<file path="src/rtl/http_request_framer_macros.svh">
// assertion macros shared by the framer modules
// no dependencies; every use expects clk and rst_n in scope
`ifndef HTTP_REQUEST_FRAMER_MACROS_SVH
`define HTTP_REQUEST_FRAMER_MACROS_SVH

// same-cycle implication
`define HRF_ASSERT_NOW(lbl, ante, cons) \
    lbl: assert property (@(posedge clk) disable iff (!rst_n) (ante) |-> (cons)) \
        else $error("framer assertion failed");

// next-cycle implication
`define HRF_ASSERT_NEXT(lbl, ante, cons) \
    lbl: assert property (@(posedge clk) disable iff (!rst_n) (ante) |=> (cons)) \
        else $error("framer assertion failed");

`endif

</file>
<file path="src/rtl/hrf_pkg.sv">
// types, codes and constants of the http request framer
// no dependencies
package hrf_pkg;

    localparam int LENGTH_BITS = 16;
    localparam logic [LENGTH_BITS-1:0] LEN_MAX = '1;
    localparam logic [15:0] DEFAULT_CAPACITY = 16'd4096;
    localparam int QUEUE_DEPTH = 4;

    localparam logic [4:0] KEY_LEN = 5'd15;
    localparam logic [4:0] LINE_POS_MAX = 5'd16;

    localparam logic [7:0] CH_SP = 8'h20;
    localparam logic [7:0] CH_CR = 8'h0d;
    localparam logic [7:0] CH_LF = 8'h0a;
    localparam logic [7:0] CH_TAB = 8'h09;
    localparam logic [7:0] CH_0 = 8'h30;
    localparam logic [7:0] CH_9 = 8'h39;
    localparam logic [7:0] CH_UA = 8'h41;
    localparam logic [7:0] CH_UZ = 8'h5a;

    typedef enum logic [5:0] {
        PH_METHOD  = 6'b000001,
        PH_PATH    = 6'b000010,
        PH_VERSION = 6'b000100,
        PH_HEADERS = 6'b001000,
        PH_BODY    = 6'b010000,
        PH_ERROR   = 6'b100000
    } phase_t;

    localparam logic [2:0] EV_NONE     = 3'd0;
    localparam logic [2:0] EV_METHOD   = 3'd1;
    localparam logic [2:0] EV_PATH     = 3'd2;
    localparam logic [2:0] EV_VERSION  = 3'd3;
    localparam logic [2:0] EV_HDR_LINE = 3'd4;
    localparam logic [2:0] EV_HDR_END  = 3'd5;
    localparam logic [2:0] EV_DONE     = 3'd6;
    localparam logic [2:0] EV_ERROR    = 3'd7;

    localparam logic [1:0] NP_SKIP = 2'd0;
    localparam logic [1:0] NP_NUM  = 2'd1;
    localparam logic [1:0] NP_BAD  = 2'd2;

    typedef struct packed {
        logic [7:0] data_in;
        logic       conn_start;
    } in_item_t;

    typedef struct packed {
        logic [7:0]  data_out;
        logic        keep;
        logic [2:0]  event_res;
        logic [15:0] offset;
        logic [15:0] body_length;
        logic        last;
    } out_item_t;

    // header line scanner state
    typedef struct packed {
        logic [4:0]             pos;
        logic                   pm;
        logic [1:0]             np;
        logic [LENGTH_BITS-1:0] nv;
    } line_t;

    localparam line_t LINE_RST = '{pos: 5'd0, pm: 1'b1, np: NP_SKIP, nv: '0};

    // results of one byte handed from the parser to the result queue
    typedef struct packed {
        logic [1:0] cnt;
        out_item_t  r0;
        out_item_t  r1;
    } push_t;

    function automatic logic [7:0] key_char(input logic [3:0] idx);
        logic [7:0] c;
        case (idx)
            4'd0:    c = "c";
            4'd1:    c = "o";
            4'd2:    c = "n";
            4'd3:    c = "t";
            4'd4:    c = "e";
            4'd5:    c = "n";
            4'd6:    c = "t";
            4'd7:    c = "-";
            4'd8:    c = "l";
            4'd9:    c = "e";
            4'd10:   c = "n";
            4'd11:   c = "g";
            4'd12:   c = "t";
            4'd13:   c = "h";
            4'd14:   c = ":";
            default: c = 8'h00;
        endcase
        return c;
    endfunction

endpackage

</file>
<file path="src/rtl/hrf_front.sv">
// byte parser: phase tracking, content-length scan, result generation
// depends on hrf_pkg and http_request_framer_macros.svh
`include "http_request_framer_macros.svh"
module hrf_front
    import hrf_pkg::*;
(
    input  logic        clk,
    input  logic        rst_n,
    input  logic        accept,
    input  in_item_t    in_item,
    input  logic        cfg_we,
    input  logic [15:0] cfg_data,
    output push_t       wr
);

    phase_t                 phase_reg, phase_next;
    logic [LENGTH_BITS-1:0] sl_reg, sl_next;
    logic                   pcr_reg, pcr_next;
    line_t                  line_reg, line_next;
    logic                   lv_reg, lv_next;
    logic [LENGTH_BITS-1:0] cl_reg, cl_next;
    logic [LENGTH_BITS-1:0] rem_reg, rem_next;
    logic [15:0]            cap_reg;
    push_t                  res;

    function automatic out_item_t mk(input logic [7:0] d, input logic k, input logic [2:0] ev,
                                     input logic [LENGTH_BITS-1:0] off,
                                     input logic [LENGTH_BITS-1:0] bl);
        out_item_t o;
        o.data_out    = d;
        o.keep        = k;
        o.event_res   = ev;
        o.offset      = 16'(off);
        o.body_length = 16'(bl);
        o.last        = 1'b0;
        return o;
    endfunction

    function automatic line_t feed(input line_t l, input logic [7:0] b);
        line_t                  r;
        logic [7:0]             lc;
        logic                   dig;
        logic                   ws;
        logic [3:0]             d;
        logic [LENGTH_BITS+3:0] prod;
        r    = l;
        lc   = (b >= CH_UA && b <= CH_UZ) ? b + 8'd32 : b;
        dig  = (b >= CH_0 && b <= CH_9);
        ws   = (b == CH_SP) || (b >= CH_TAB && b <= CH_CR);
        d    = 4'(b - CH_0);
        prod = (LENGTH_BITS+4)'(l.nv) * (LENGTH_BITS+4)'(10) + (LENGTH_BITS+4)'(d);
        if (l.pos < KEY_LEN)
        begin
            if (lc != key_char(l.pos[3:0]))
                r.pm = 1'b0;
        end
        else if (l.pm)
        begin
            case (l.np)
                NP_SKIP:
                begin
                    if (dig)
                    begin
                        r.np = NP_NUM;
                        r.nv = LENGTH_BITS'(d);
                    end
                    else if (!ws)
                        r.np = NP_BAD;
                end
                NP_NUM:
                begin
                    if (dig)
                        r.nv = (prod > (LENGTH_BITS+4)'(LEN_MAX)) ? LEN_MAX
                                                                  : prod[LENGTH_BITS-1:0];
                    else
                        r.np = NP_BAD;
                end
                default: ;
            endcase
        end
        if (l.pos < LINE_POS_MAX)
            r.pos = l.pos + 5'd1;
        return r;
    endfunction

    always_comb
    begin
        phase_t                 ph;
        logic [LENGTH_BITS-1:0] sl, sl1, sl2;
        logic                   pcr, lv, ok0, ok1, done;
        line_t                  ln, ln_a;
        logic [LENGTH_BITS-1:0] cl, rem;
        logic [7:0]             b;

        b   = in_item.data_in;
        // a connection start restarts the request before this byte
        ph  = in_item.conn_start ? PH_METHOD : phase_reg;
        sl  = in_item.conn_start ? '0 : sl_reg;
        pcr = in_item.conn_start ? 1'b0 : pcr_reg;
        ln  = in_item.conn_start ? LINE_RST : line_reg;
        lv  = in_item.conn_start ? 1'b0 : lv_reg;
        cl  = in_item.conn_start ? '0 : cl_reg;
        rem = in_item.conn_start ? '0 : rem_reg;

        phase_next = ph;
        sl_next    = sl;
        pcr_next   = pcr;
        line_next  = ln;
        lv_next    = lv;
        cl_next    = cl;
        rem_next   = rem;
        res        = '0;
        ln_a       = ln;
        done       = 1'b0;

        sl1 = sl + 1'b1;
        sl2 = sl1 + 1'b1;
        ok0 = (32'(sl) < 32'(cap_reg)) && (sl != LEN_MAX);
        ok1 = (32'(sl1) < 32'(cap_reg)) && (sl1 != LEN_MAX);

        unique case (ph)
            PH_METHOD, PH_PATH:
            begin
                res.cnt = 2'd1;
                if (!ok0)
                begin
                    res.r0     = mk(8'h00, 1'b0, EV_ERROR, sl, '0);
                    phase_next = PH_ERROR;
                end
                else if (b == CH_SP)
                begin
                    res.r0     = mk(8'h00, 1'b1, (ph == PH_METHOD) ? EV_METHOD : EV_PATH,
                                    sl1, '0);
                    sl_next    = sl1;
                    phase_next = (ph == PH_METHOD) ? PH_PATH : PH_VERSION;
                end
                else
                begin
                    res.r0  = mk(b, 1'b1, EV_NONE, sl1, '0);
                    sl_next = sl1;
                end
            end
            PH_VERSION, PH_HEADERS:
            begin
                if (pcr && b == CH_LF)
                begin
                    pcr_next = 1'b0;
                    if (ph == PH_HEADERS && ln.pos == 5'd0)
                    begin
                        // blank line ends the headers
                        res.cnt = 2'd1;
                        res.r0  = mk(8'h00, 1'b0, EV_HDR_END, sl, '0);
                        if (lv && cl != '0)
                        begin
                            phase_next = PH_BODY;
                            rem_next   = cl;
                        end
                        else
                        begin
                            res.cnt    = 2'd2;
                            res.r1     = mk(8'h00, 1'b0, EV_DONE, sl, '0);
                            phase_next = PH_METHOD;
                            sl_next    = '0;
                            line_next  = LINE_RST;
                            lv_next    = 1'b0;
                            cl_next    = '0;
                            rem_next   = '0;
                        end
                    end
                    else if (!ok0)
                    begin
                        res.cnt    = 2'd1;
                        res.r0     = mk(8'h00, 1'b0, EV_ERROR, sl, '0);
                        phase_next = PH_ERROR;
                    end
                    else
                    begin
                        res.cnt = 2'd2;
                        res.r0  = mk(8'h00, 1'b1, EV_NONE, sl1, '0);
                        sl_next = sl1;
                        if (!ok1)
                        begin
                            res.r1     = mk(8'h00, 1'b0, EV_ERROR, sl1, '0);
                            phase_next = PH_ERROR;
                        end
                        else
                        begin
                            res.r1  = mk(8'h00, 1'b1,
                                         (ph == PH_VERSION) ? EV_VERSION : EV_HDR_LINE,
                                         sl2, '0);
                            sl_next = sl2;
                            if (ph == PH_VERSION)
                                phase_next = PH_HEADERS;
                            else if (ln.pm && ln.pos >= LINE_POS_MAX)
                            begin
                                lv_next = (ln.np == NP_NUM);
                                cl_next = (ln.np == NP_NUM) ? ln.nv : '0;
                            end
                            line_next = LINE_RST;
                        end
                    end
                end
                else if (pcr)
                begin
                    // held cr turns out to be an ordinary byte
                    pcr_next = 1'b0;
                    res.cnt  = 2'd1;
                    if (!ok0)
                    begin
                        res.r0     = mk(8'h00, 1'b0, EV_ERROR, sl, '0);
                        phase_next = PH_ERROR;
                    end
                    else
                    begin
                        res.r0    = mk(CH_CR, 1'b1, EV_NONE, sl1, '0);
                        sl_next   = sl1;
                        ln_a      = (ph == PH_HEADERS) ? feed(ln, CH_CR) : ln;
                        line_next = ln_a;
                        if (b == CH_CR)
                            pcr_next = 1'b1;
                        else if (!ok1)
                        begin
                            res.cnt    = 2'd2;
                            res.r1     = mk(8'h00, 1'b0, EV_ERROR, sl1, '0);
                            phase_next = PH_ERROR;
                        end
                        else
                        begin
                            res.cnt = 2'd2;
                            res.r1  = mk(b, 1'b1, EV_NONE, sl2, '0);
                            sl_next = sl2;
                            if (ph == PH_HEADERS)
                                line_next = feed(ln_a, b);
                        end
                    end
                end
                else if (b == CH_CR)
                    pcr_next = 1'b1;
                else
                begin
                    res.cnt = 2'd1;
                    if (!ok0)
                    begin
                        res.r0     = mk(8'h00, 1'b0, EV_ERROR, sl, '0);
                        phase_next = PH_ERROR;
                    end
                    else
                    begin
                        res.r0  = mk(b, 1'b1, EV_NONE, sl1, '0);
                        sl_next = sl1;
                        if (ph == PH_HEADERS)
                            line_next = feed(ln, b);
                    end
                end
            end
            PH_BODY:
            begin
                done    = (rem <= LENGTH_BITS'(1));
                res.cnt = 2'd1;
                if (!ok0)
                begin
                    res.r0     = mk(8'h00, 1'b0, EV_ERROR, sl, '0);
                    phase_next = PH_ERROR;
                end
                else if (done)
                begin
                    res.r0     = mk(b, 1'b1, EV_DONE, sl1, cl);
                    phase_next = PH_METHOD;
                    sl_next    = '0;
                    line_next  = LINE_RST;
                    lv_next    = 1'b0;
                    cl_next    = '0;
                    rem_next   = '0;
                end
                else
                begin
                    res.r0   = mk(b, 1'b1, EV_NONE, sl1, '0);
                    sl_next  = sl1;
                    rem_next = rem - 1'b1;
                end
            end
            PH_ERROR: ;
            default: ;
        endcase

        if (res.cnt == 2'd2)
            res.r1.last = 1'b1;
        else if (res.cnt == 2'd1)
            res.r0.last = 1'b1;
    end

    always_comb
    begin
        wr = res;
        if (!accept)
            wr.cnt = 2'd0;
    end

    always_ff @(posedge clk or negedge rst_n)
    begin
        if (!rst_n)
        begin
            phase_reg <= PH_METHOD;
            sl_reg    <= '0;
            pcr_reg   <= 1'b0;
            line_reg  <= LINE_RST;
            lv_reg    <= 1'b0;
            cl_reg    <= '0;
            rem_reg   <= '0;
            cap_reg   <= DEFAULT_CAPACITY;
        end
        else
        begin
            if (cfg_we)
                cap_reg <= cfg_data;
            if (accept)
            begin
                phase_reg <= phase_next;
                sl_reg    <= sl_next;
                pcr_reg   <= pcr_next;
                line_reg  <= line_next;
                lv_reg    <= lv_next;
                cl_reg    <= cl_next;
                rem_reg   <= rem_next;
            end
        end
    end

    `HRF_ASSERT_NOW(a_err_quiet, accept && phase_reg == PH_ERROR && !in_item.conn_start, wr.cnt == 2'd0)
    `HRF_ASSERT_NOW(a_keep_off, wr.cnt != 2'd0 && wr.r0.keep, wr.r0.offset != 16'd0)
    `HRF_ASSERT_NEXT(a_idle_hold, !accept && !cfg_we, $stable(sl_reg) && $stable(phase_reg))

endmodule

</file>
<file path="src/rtl/hrf_queue.sv">
// result queue: takes up to two results a cycle, hands out one
// depends on hrf_pkg and http_request_framer_macros.svh
`include "http_request_framer_macros.svh"
module hrf_queue
    import hrf_pkg::*;
#(
    parameter int DEPTH = QUEUE_DEPTH
)
(
    input  logic      clk,
    input  logic      rst_n,
    input  push_t     wr,
    output logic      full,
    output logic      empty,
    input  logic      pop,
    output out_item_t out_item
);

    // DEPTH is a power of two, at least 2
    localparam int AW = $clog2(DEPTH);

    out_item_t       mem_reg [DEPTH];
    logic [AW-1:0]   wp_reg, rp_reg;
    logic [AW:0]     cnt_reg;
    logic            pop_ok;

    assign empty    = (cnt_reg == '0);
    assign full     = (cnt_reg > (AW+1)'(DEPTH - 2));
    assign pop_ok   = pop && !empty;
    assign out_item = mem_reg[rp_reg];

    always_ff @(posedge clk)
    begin
        if (wr.cnt != 2'd0)
            mem_reg[wp_reg] <= wr.r0;
        if (wr.cnt == 2'd2)
            mem_reg[wp_reg + 1'b1] <= wr.r1;
    end

    always_ff @(posedge clk or negedge rst_n)
    begin
        if (!rst_n)
        begin
            wp_reg  <= '0;
            rp_reg  <= '0;
            cnt_reg <= '0;
        end
        else
        begin
            wp_reg  <= wp_reg + AW'(wr.cnt);
            if (pop_ok)
                rp_reg <= rp_reg + 1'b1;
            cnt_reg <= cnt_reg + (AW+1)'(wr.cnt) - (AW+1)'(pop_ok);
        end
    end

    `HRF_ASSERT_NOW(a_cnt_bound, 1'b1, cnt_reg <= (AW+1)'(DEPTH))
    `HRF_ASSERT_NEXT(a_pop_dec, pop_ok && wr.cnt == 2'd0, cnt_reg == $past(cnt_reg) - 1'b1)
    `HRF_ASSERT_NEXT(a_push_inc, !pop_ok && wr.cnt == 2'd2, cnt_reg == $past(cnt_reg) + 2'd2)

endmodule

</file>
<file path="src/rtl/http_request_framer.sv">
// top level of the http request framer
// depends on hrf_pkg, hrf_front and hrf_queue
//
//  channel   direction  handshake            payload
//  input     in         push / full          in_item  (in_item_t)
//  result    out        pop / empty          out_item (out_item_t)
//  config    in         cfg_we               cfg_data (buffer capacity)
//
// one byte is accepted per cycle while full is low; the parser updates its state
// in the same cycle and writes zero, one or two results into the result queue
// results leave at one per cycle while pop is high, so the queue output port sets
// the long-run rate when bytes cause two results; full rises while fewer than two slots are free
// reset clears parser state and the queue and sets the capacity to 4096
module http_request_framer
    import hrf_pkg::*;
#(
    parameter int QDEPTH = QUEUE_DEPTH
)
(
    input  logic        clk,
    input  logic        rst_n,
    input  logic        push,
    output logic        full,
    input  in_item_t    in_item,
    output logic        empty,
    input  logic        pop,
    output out_item_t   out_item,
    input  logic        cfg_we,
    input  logic [15:0] cfg_data
);

    push_t wr;
    logic  accept;

    assign accept = push && !full;

    hrf_front u_front (
        .clk      (clk),
        .rst_n    (rst_n),
        .accept   (accept),
        .in_item  (in_item),
        .cfg_we   (cfg_we),
        .cfg_data (cfg_data),
        .wr       (wr)
    );

    hrf_queue #(
        .DEPTH (QDEPTH)
    ) u_queue (
        .clk      (clk),
        .rst_n    (rst_n),
        .wr       (wr),
        .full     (full),
        .empty    (empty),
        .pop      (pop),
        .out_item (out_item)
    );

endmodule
</file>
<file path="config.mk">
export PLATFORM = sky130hd
export DESIGN_NAME = http_request_framer
export DESIGN_NICKNAME = d
export VERILOG_FILES = /design/src/rtl/hrf_pkg.sv /design/src/rtl/hrf_front.sv /design/src/rtl/hrf_queue.sv /design/src/rtl/http_request_framer.sv
export VERILOG_INCLUDE_DIRS = /design/src /design/src/rtl
export SDC_FILE = /design/constraint.sdc
export NUM_CORES = 1
export LEC_CHECK = 0
export ABC_AREA = 1
export BUFFER_PORTS_ARGS = -buffer_cell sky130_fd_sc_hd__clkbuf_2
export CAP_MARGIN = 20
export CORE_MARGIN = 2
export CORE_UTILIZATION = 50
export CTS_CLUSTER_DIAMETER = 100
export CTS_CLUSTER_SIZE = 25
export DETAILED_ROUTE_END_ITERATION = 12
export PLACE_DENSITY = 0.74
export SYNTH_ARGS = -nofsm -noshare
export SYNTH_HDL_FRONTEND = slang
export SYNTH_SLANG_ARGS = --single-unit
</file>
<file path="constraint.sdc">
create_clock -name clk -period 3.67 [get_ports clk]
set_clock_uncertainty 0.05 [all_clocks]
set_input_delay 0.1835 -clock clk [delete_from_list [all_inputs] [get_ports clk]]
set_output_delay 0.1835 -clock clk [all_outputs]
set_load 0.02 [all_outputs]
</file>
==> metrics.md, run 1 <==
| Metric | Value |
|---|---|
| Synthesized flop and latch total | 283 |
| Wirelength per Cell | 19.5 um |
| Final Hold Vio Count | 0 |
| CTS tree | built |
| Worst endpoint required time | 4.05 ns |
| Psw | 0.0111 W |
| Max FFs per register | 180 |
| Clk_lat worst skew | 0.55 ns |
| Boundary Pins | 77 |
| Synth Instances | 3572 |
| Core Area | 46600 um^2 |
| 1st-iter DRT viols | 2993 |
| Top_reg_cell synth | edfxtp_1 |
| Startpoint types | flip-flop |
| Final Cycle Share | 103% |
| Critical path arrival | 4.15 ns |
| Max VDD drop | 0.648 mV |
| CTS Buffer Depth | 3 |
| Grt ovf | 0 |
| Core Util, Final | 64.5% |
| Non-filler cells, final | 4504 |
| Final WL | 87.9 mm |
| CTS root buffer | clkbuf_16 |
| Leak | 13.4 nW |
| First-pass GRT wire length | 134 mm |
| Initial core utilization | 50.7% |
| Placed cell count | 4424 |
| Cell Int Power | 0.0102 W |
| Synthesized area per cell | 6.61 um^2 |
| Total vias in the final route | 27100 |
| PortBufs | 76 |
| Clock period minus worst slack | 3.77 ns |
| Max Cap Viol | 0 |
| RSZ-0062 raised after global routing | yes |
| Failing checks | setup timing |
| Sw Share | 52.2% |
| Vias per Instance | 6.01 |
| # rows | 79 |
| Clock share of power | 10.7% |
| Syn Std Cell Area | 23600 um^2 |
| Slew @ Worst Pin | 0.997 ns |
| Area after DPL | 27200 um^2 |
| Antenna violations before repair | 1 |
| HP Class | primary input to flip-flop |
| Post-route ant nets | 0 |
| Slew headroom | 33.5% |
| GP Congestion | 1.01 |
| GRT Util Overall | 33.7% |
| Fraction of layout cells with a size suffix above 1 | 23.7% |
| H-tree levels | 1 |
| # DRC | 0 |
| Status | finished, violations left |
| DRT Pass-1 Iters | 6 |
| Slowest Stage Delay on Critical Path | 0.37 ns |
| Final HPWL DP | 61.9 mm |
| Crit. End Element | flip-flop |
| Vias in the first global route | 24500 |
| Largest net degree at the start of global routing | 67 |
| CTS Buf Count | 18 |
| Place WS | -0.331 ns |
| Sum of negative setup slack | -1.68 ns |
| Sequential share of power | 20.0% |
| Die area | 49000 um^2 |
| Crit path kind | flip-flop to flip-flop |
| Post-synthesis sequential area ratio | 31.1% |
| Fmax | 266 MHz |
| Layout Nets | 3999 |
| PD cells | 711 nW/um^2 |
| Die Y | 221 um |
| Asr flop ratio synth | 36.4% |
| Synth Net Count | 3687 |
| Die width | 221 um |
| Critical path fanouts, max | 8 |
| Design area | 30000 um^2 |
| Cell variety after synth | 63 |
| Slew Limit Fails | 0 |
| CTS Sinks | 283 |
| YS warnings | 0 |
| Final setup violation count | 33 |
| Area Overhead vs Synth | 27.2% |
| Worst setup margin | -0.0954 ns |
| Power share of the combinational group | 69.3% |
| EDFF count, synth | 116 |
| Worst path slowest cell | dfrtp_1 |
| Clock slew at reported path FFs | 0.10 ns |
power groups by stage:
stage          registers, W  clock network (W)  logic [W]
2_1_floorplan       0.00418                  0    0.00813
6_report            0.00426            0.00228     0.0148
4_1_cts             0.00425            0.00229     0.0131
3_5_place_dp        0.00431                  0     0.0128
5_1_grt             0.00432            0.00240     0.0160
3_3_place_gp        0.00430                  0     0.0127
worst max-delay path: cells and delay by family, from the launching register on:
family,cells,cell delay [ns]
AO/OA/AOI/OAI,2,0.36
XOR/XNOR,1,0.17
adder cells (fa/ha/maj),1,0.27
buffers and inverters,7,0.80
flip-flops,1,0.37
AND/OR/NAND/NOR,19,1.64
area by class of cell:
class,count,area (um^2)
flip-flops and latches,283,7350
well taps,607,759
repair buffers,486,4090
clock inverters,7,110
diodes,1,2.50
clock buffers,25,498
fillers,4175,16500
multi-input cells,2697,15700
inverters,398,1520
through the flow:
step           hold WS [ns]  power [W]
4_1_cts              0.0311     0.0196
6_report             0.0324     0.0214
5_1_grt              0.0718     0.0227
3_5_place_dp          0.332     0.0171
3_3_place_gp          0.340     0.0170
2_1_floorplan        -0.162     0.0123
Yosys cell counts (82+ instances only):
cell type | count | share of area (%)
nor2_1 | 334 | 5.3
ha_1 | 82 | 4.3
o31ai_1 | 82 | 2.6
inv_1 | 364 | 5.8
nand3_1 | 356 | 7.5
edfxtp_1 | 116 | 15
a21oi_1 | 167 | 3.5
clkbuf_1 | 127 | 2.0
nand2_1 | 844 | 13
dfrtp_1 | 100 | 11
o21ai_0 | 346 | 7.3
o22ai_1 | 113 | 3.0
layer usage:
layer  global-route usage (%)  wire (um)
met5                        0          0
met4                     11.0       3100
met3                     5.36      10300
met2                     51.8      38400
met1                     48.2      36200
what timing repair did:
| item | CTS | global route |
|---|---|---|
| hold buffers | 17 | 0 |
| pin swaps | 31 | 110 |
| gates cloned | 0 | 7 |
| buffers inserted | 13 | 15 |
| setup endpoints to repair | 142 | 333 |
| resized for setup | 81 | 390 |
| hold endpoints to repair | 78 | 0 |
cells by family after synthesis:
family	count (synthesis)	synth area share (%)
DFF	283	31.1
xor gates and xnor gates	43	1.75
AOI/OAI and AO/OA	878	21.5
adders and majority gates	85	4.60
and+or+nand+nor	1690	30.9
buffers and inverters	593	10.1
worst paths after layout:
path	slack (ns)	end	cells past startpoint	startpoint
max	-0.1	u_front.sl_reg[3]$_DFFE_PN0P_	30	u_front.sl_reg[2]$_DFFE_PN0P_
min	0.03	u_queue.rp_reg[0]$_DFFE_PN0P_	4	pop
max reg2reg	-0.1	u_front.sl_reg[3]$_DFFE_PN0P_	30	u_front.sl_reg[2]$_DFFE_PN0P_
min reg2reg	0.43	u_queue.mem_reg[1][2]$_SDFFE_PP0P_	2	u_queue.mem_reg[1][2]$_SDFFE_PP0P_
max in group asynchronous	2.45	u_front.rem_reg[3]$_DFFE_PN0P_	3	rst_n
min in group asynchronous	0.31	u_front.cap_reg[13]$_DFFE_PN0P_	2	rst_n
cells in the final DEF, fill, tap and decap left out, types with 74 or more instances in the layout:
| cell | instances |
|---|---|
| dfrtp_1 | 99 |
| clkbuf_2 | 74 |
| o22ai_1 | 79 |
| edfxtp_1 | 116 |
| inv_1 | 344 |
| nand2_1 | 752 |
| nand2_2 | 79 |
| o21ai_0 | 283 |
| nor2_1 | 292 |
| a21oi_1 | 142 |
| o21ai_1 | 82 |
| buf_4 | 341 |
| nand3_1 | 323 |
Power figures use the tool's default switching activity.
==> run 2, diff against run 1 <==
--- a/config.mk
+++ b/config.mk
@@ -6,7 +6,6 @@
 export SDC_FILE = /design/constraint.sdc
 export NUM_CORES = 1
 export LEC_CHECK = 0
-export ABC_AREA = 1
 export BUFFER_PORTS_ARGS = -buffer_cell sky130_fd_sc_hd__clkbuf_2
 export CAP_MARGIN = 20
 export CORE_MARGIN = 2
@@ -15,6 +14,7 @@
 export CTS_CLUSTER_SIZE = 25
 export DETAILED_ROUTE_END_ITERATION = 12
 export PLACE_DENSITY = 0.74
+export SKIP_LAST_GASP = 1
 export SYNTH_ARGS = -nofsm -noshare
 export SYNTH_HDL_FRONTEND = slang
 export SYNTH_SLANG_ARGS = --single-unit
==> run 2 against run 1 <==
- clock power decreased by 7%
- first-iteration DRC count rose by 0.13%
- fmax shrank 7.3%
- sequential share of layout area increased by 1.3 points
- synthesized area down 13%
- the run still ends with setup timing left
- worst setup slack lost 0.30 ns
- critical path type unchanged
==> metrics.md, run 2 <==
| Metric | Value |
|---|---|
| Met2 wire len | 37.9 mm (-1.3%) |
| Asr flop ratio synth | 36.4% (unchanged) |
| Synth Instances | 2394 (-33%) |
| R2R Setup Slk | -0.39 ns (-0.30 ns) |
| Pwr Total | 0.0122 W (-43%) |
| Worst-path cell chain | nand2_2 > inv_2 > ha_4 > ha_4 > fa_2 > nand2_2 > nor2_1 > or4b_4 > nor4bb_4 > nand4_1 > mux2i_1 > or2_4 > buf_6 > o211ai_1 > o21ai_1 > a211o_1 |
| Die area | 42700 um^2 (-13%) |
| Critical path arrival | 4.45 ns (+0.30 ns) |
| Slew @ Worst Pin | 1.15 ns (+0.151 ns) |
| Post-synth top area share | 16.9% (+2.2 points) |
| PortBufs | 76 (unchanged) |
| Total vias in the final route | 23000 (-15%) |
| Final HPWL DP | 61.8 mm (-0.11%) |
| PD cells | 425 nW/um^2 (-40%) |
| Place WS | -0.522 ns (-0.192 ns) |
| Final setup violation count | 167 (+410%) |
| Max VDD drop | 0.370 mV (-43%) |
| Max Cap Viol | 0 (unchanged) |
| Vias in the first global route | 22100 (-10%) |
| H-tree levels | 1 (unchanged) |
| Slowest Stage Delay on Critical Path | 0.56 ns (+0.19 ns) |
| Vias per Instance | 6.68 (+11%) |
| Synth Net Count | 2509 (-32%) |
| Hold EP | u_queue.rp_reg[0]$_DFFE_PN0P_ |
| Synthesized flop and latch total | 283 (unchanged) |
| CTS tree | built |
| Clock slew at reported path FFs | 0.11 ns (about the same) |
| Design area | 28600 um^2 (-4.9%) |
| Count leader, synth | nand2_1 |
| Crit path kind | flip-flop to flip-flop |
| HP Class | primary input to flip-flop |
| CTS Buf Count | 17 (-1) |
| Filler cells | 3099 (-26%) |
| Number of diodes | 0 (-1) |
| Sequential share of power | 32.1% (+12 points) |
| First-pass GRT wire length | 129 mm (-3.7%) |
| GRT Util Overall | 39.3% (+5.6 points) |
| Post-synthesis sequential area ratio | 35.7% (+4.6 points) |
| Met3 wire length | 10.4 mm (+1.5%) |
| RR Endpoint | u_front.line_reg[3]$_DFFE_PN0P_ |
| Hold Path Origin | pop |
| 1st-iter DRT viols | 2997 (+0.13%) |
| Final WL | 86.3 mm (-1.8%) |
| CTS Buffer Depth | 3 (unchanged) |
| Worst path slowest cell | fa_2 |
| Layout Nets | 3016 (-25%) |
| GP Congestion | 1.03 (+1.5%) |
| Die Y | 207 um (-6.6%) |
| Commonest non-fill, non-tap cell in the layout | buf_4 |
| Fmax | 246 MHz (-7.3%) |
| Status | finished, violations left |
| Clock period minus worst slack | 4.06 ns (+0.298 ns) |
| DRT Pass-1 Iters | 6 (unchanged) |
| Post-route ant nets | 0 (unchanged) |
| Reg2reg start | u_front.line_reg[1]$_DFFE_PN0P_ |
| Area Overhead vs Synth | 39.0% |
| Grt ovf | 0 (unchanged) |
| Leak | 11.3 nW (-15%) |
| Fraction of layout cells with a size suffix above 1 | 37.8% (+14 points) |
| Clk_lat worst skew | 0.55 ns (about the same) |
| # DRC | 0 (unchanged) |
| Synth top cells by count | nand2_1 (290), a21oi_1 (253), nor2_1 (164), o21ai_0 (156), clkbuf_1 (122) |
| Max FFs per register | 180 (unchanged) |
| YS warnings | 0 (unchanged) |
| R2R depth | 16 (-47%) |
| Worst endpoint required time | 4.05 ns (about the same) |
| Core Util, Final | 70.1% (+5.6 points) |
| Syn Std Cell Area | 20600 um^2 (-13%) |
| Worst setup margin | -0.393 ns (-0.298 ns) |
| Final Cycle Share | 111% (+8.1 points) |
| Highest-count cells in the layout ignoring fill and taps | buf_4 (497), nand2_1 (260), a21oi_1 (217), nor2_1 (151), edfxtp_1 (116) |
| Metal-1 WL | 33.9 mm (-6.4%) |
| Final Hold Vio Count | 0 (unchanged) |
| Crit. End Element | flip-flop |
| Synthesized area per cell | 8.58 um^2 (+30%) |
| Boundary Pins | 77 (unchanged) |
| Critical path fanouts, max | 4 (-4) |
| Cell variety after synth | 115 (+83%) |
| Startpoint types | flip-flop |
| EDFF count, synth | 116 (unchanged) |
| Critical path's top delay family | simple AND/OR/NAND/NOR gates |
| Cell Int Power | 0.00704 W (-31%) |
| Sw Share | 42.1% (-10 points) |
| # rows | 74 (-6.3%) |
| Hold path depth | 3 (-1) |
| Die width | 207 um (-6.6%) |
| Top_reg_cell synth | edfxtp_1 |
| CTS Sinks | 283 (unchanged) |
| RSZ-0062 raised after global routing | yes |
| CTS root buffer | clkbuf_16 |
| WP buf/inv | 2 (-5) |
| Synth top area cells | edfxtp_1 (17%), dfrtp_1 (12%), dfxtp_1 (6.2%) |
| Failing checks | setup timing |
| Area after DPL | 25300 um^2 (-6.7%) |
| Slew Limit Fails | 0 (unchanged) |
| Initial core utilization | 50.4% (-0.30 points) |
| Clock share of power | 17.4% (+6.7 points) |
| Core Area | 40700 um^2 (-12%) |
| Slew headroom | 22.8% (-11 points) |
| Largest net degree at the start of global routing | 66 (-1.5%) |
| Max Used Layer | met4 |
| Power share of the combinational group | 50.5% (-19 points) |
| Psw | 0.00512 W (-54%) |
| Wirelength per Cell | 25.1 um (+28%) |
| Area leader, netlist | edfxtp_1 |
| Antenna violations before repair | 0 (-1) |
-- run 2: cell count changes after synthesis, moves of 32 or more --
cell     previous run  this run
mux4_2              0        45
nor2_1            334       164
a21oi_1           167       253
nand2_1           844       290
o21ai_0           346       156
o21ai_1            48        16
xnor2_1             4        56
o31ai_1            82        15
nand3_1           356       117
inv_1             364        50
-- run 2: through the flow --
stage / hold WS, ns / TNS [ns] / std cells
final: 0.0287 / -34.79 / 3441
after global routing: 0.0319 / -55.04 / 3441
after CTS: 0.0226 / -27.78 / 3407
after detailed placement: 0.132 / -96.14 / 3311
after global placement: 0.121 / -63.64 / 3310
after floorplan: -0.162 / -35.89 / 2394
-- run 2: repair_timing --
action,4_1_cts,5_1_grt
endpoints found under the hold margin,44,0
pin swaps,130,150
gates resized for setup,189,216
setup endpoints to repair,258,366
hold buffers,17,0
cloned,1,2
buffers inserted,56,39
-- run 2: final cells by class --
class / count / area, um^2 / share of cell area [%]
timing repair buffer: 660 / 5230 / 18.3
inverter: 60 / 259 / 0.906
multi-input combinational: 1879 / 14500 / 50.9
sequential: 283 / 7350 / 25.7
tap: 532 / 666 / 2.33
clock inverter: 5 / 77.6 / 0.272
clock buffer: 22 / 444 / 1.55
-- run 2: cell families after synthesis --
logic type / synth area share (%)
and+or+nand+nor: 21.5
AOI/OAI and AO/OA: 23.9
DFF: 35.7
buffers and inverters: 4.63
adders and majority gates: 5.28
xor gates and xnor gates: 3.40
muxes: 5.58
-- run 2: worst max-delay path by stage --
stage                                          from                          endpoint  slack [ns]  cells past startpoint
floorplan                                in_item[0]   u_front.line_reg[6]$_DFFE_PN0P_       -0.73                     23
global placement                         in_item[0]  u_front.line_reg[12]$_DFFE_PN0P_       -0.49                     18
detailed placement                       in_item[0]  u_queue.mem_reg[0][23]$_DFFE_PP_       -0.52                     19
CTS                   u_front.sl_reg[1]$_DFFE_PN0P_  u_queue.mem_reg[3][22]$_DFFE_PP_       -0.30                     19
global route          u_front.sl_reg[1]$_DFFE_PN0P_     u_front.cl_reg[0]$_DFFE_PN0P_       -0.51                     21
finish              u_front.line_reg[1]$_DFFE_PN0P_   u_front.line_reg[3]$_DFFE_PN0P_       -0.39                     16
-- run 2: routing by layer --
| layer | vias to the layer above | global-route usage [%] |
|---|---|---|
| met4 | 0 | 16.0 |
| met5 | - | 0 |
| met3 | 325 | 9.39 |
| li1 | 10000 | - |
| met1 | 11000 | 53.7 |
| met2 | 1621 | 60.0 |
-- run 2: tightest hold or removal path, stage by stage --
cell and delay (ns):
clkbuf_2 0.08, nor2b_1 0.17, xor2_1 0.16
-- run 2: power groups by stage --
| stage | logic, W | clock network (W) | registers [W] |
|---|---|---|---|
| floorplan | 0.00309 | 0 | 0.00376 |
| global placement | 0.00502 | 0 | 0.00400 |
| detailed placement | 0.00516 | 0 | 0.00394 |
| CTS | 0.00547 | 0.00212 | 0.00388 |
| global route | 0.00644 | 0.00222 | 0.00393 |
| finish | 0.00614 | 0.00212 | 0.00390 |
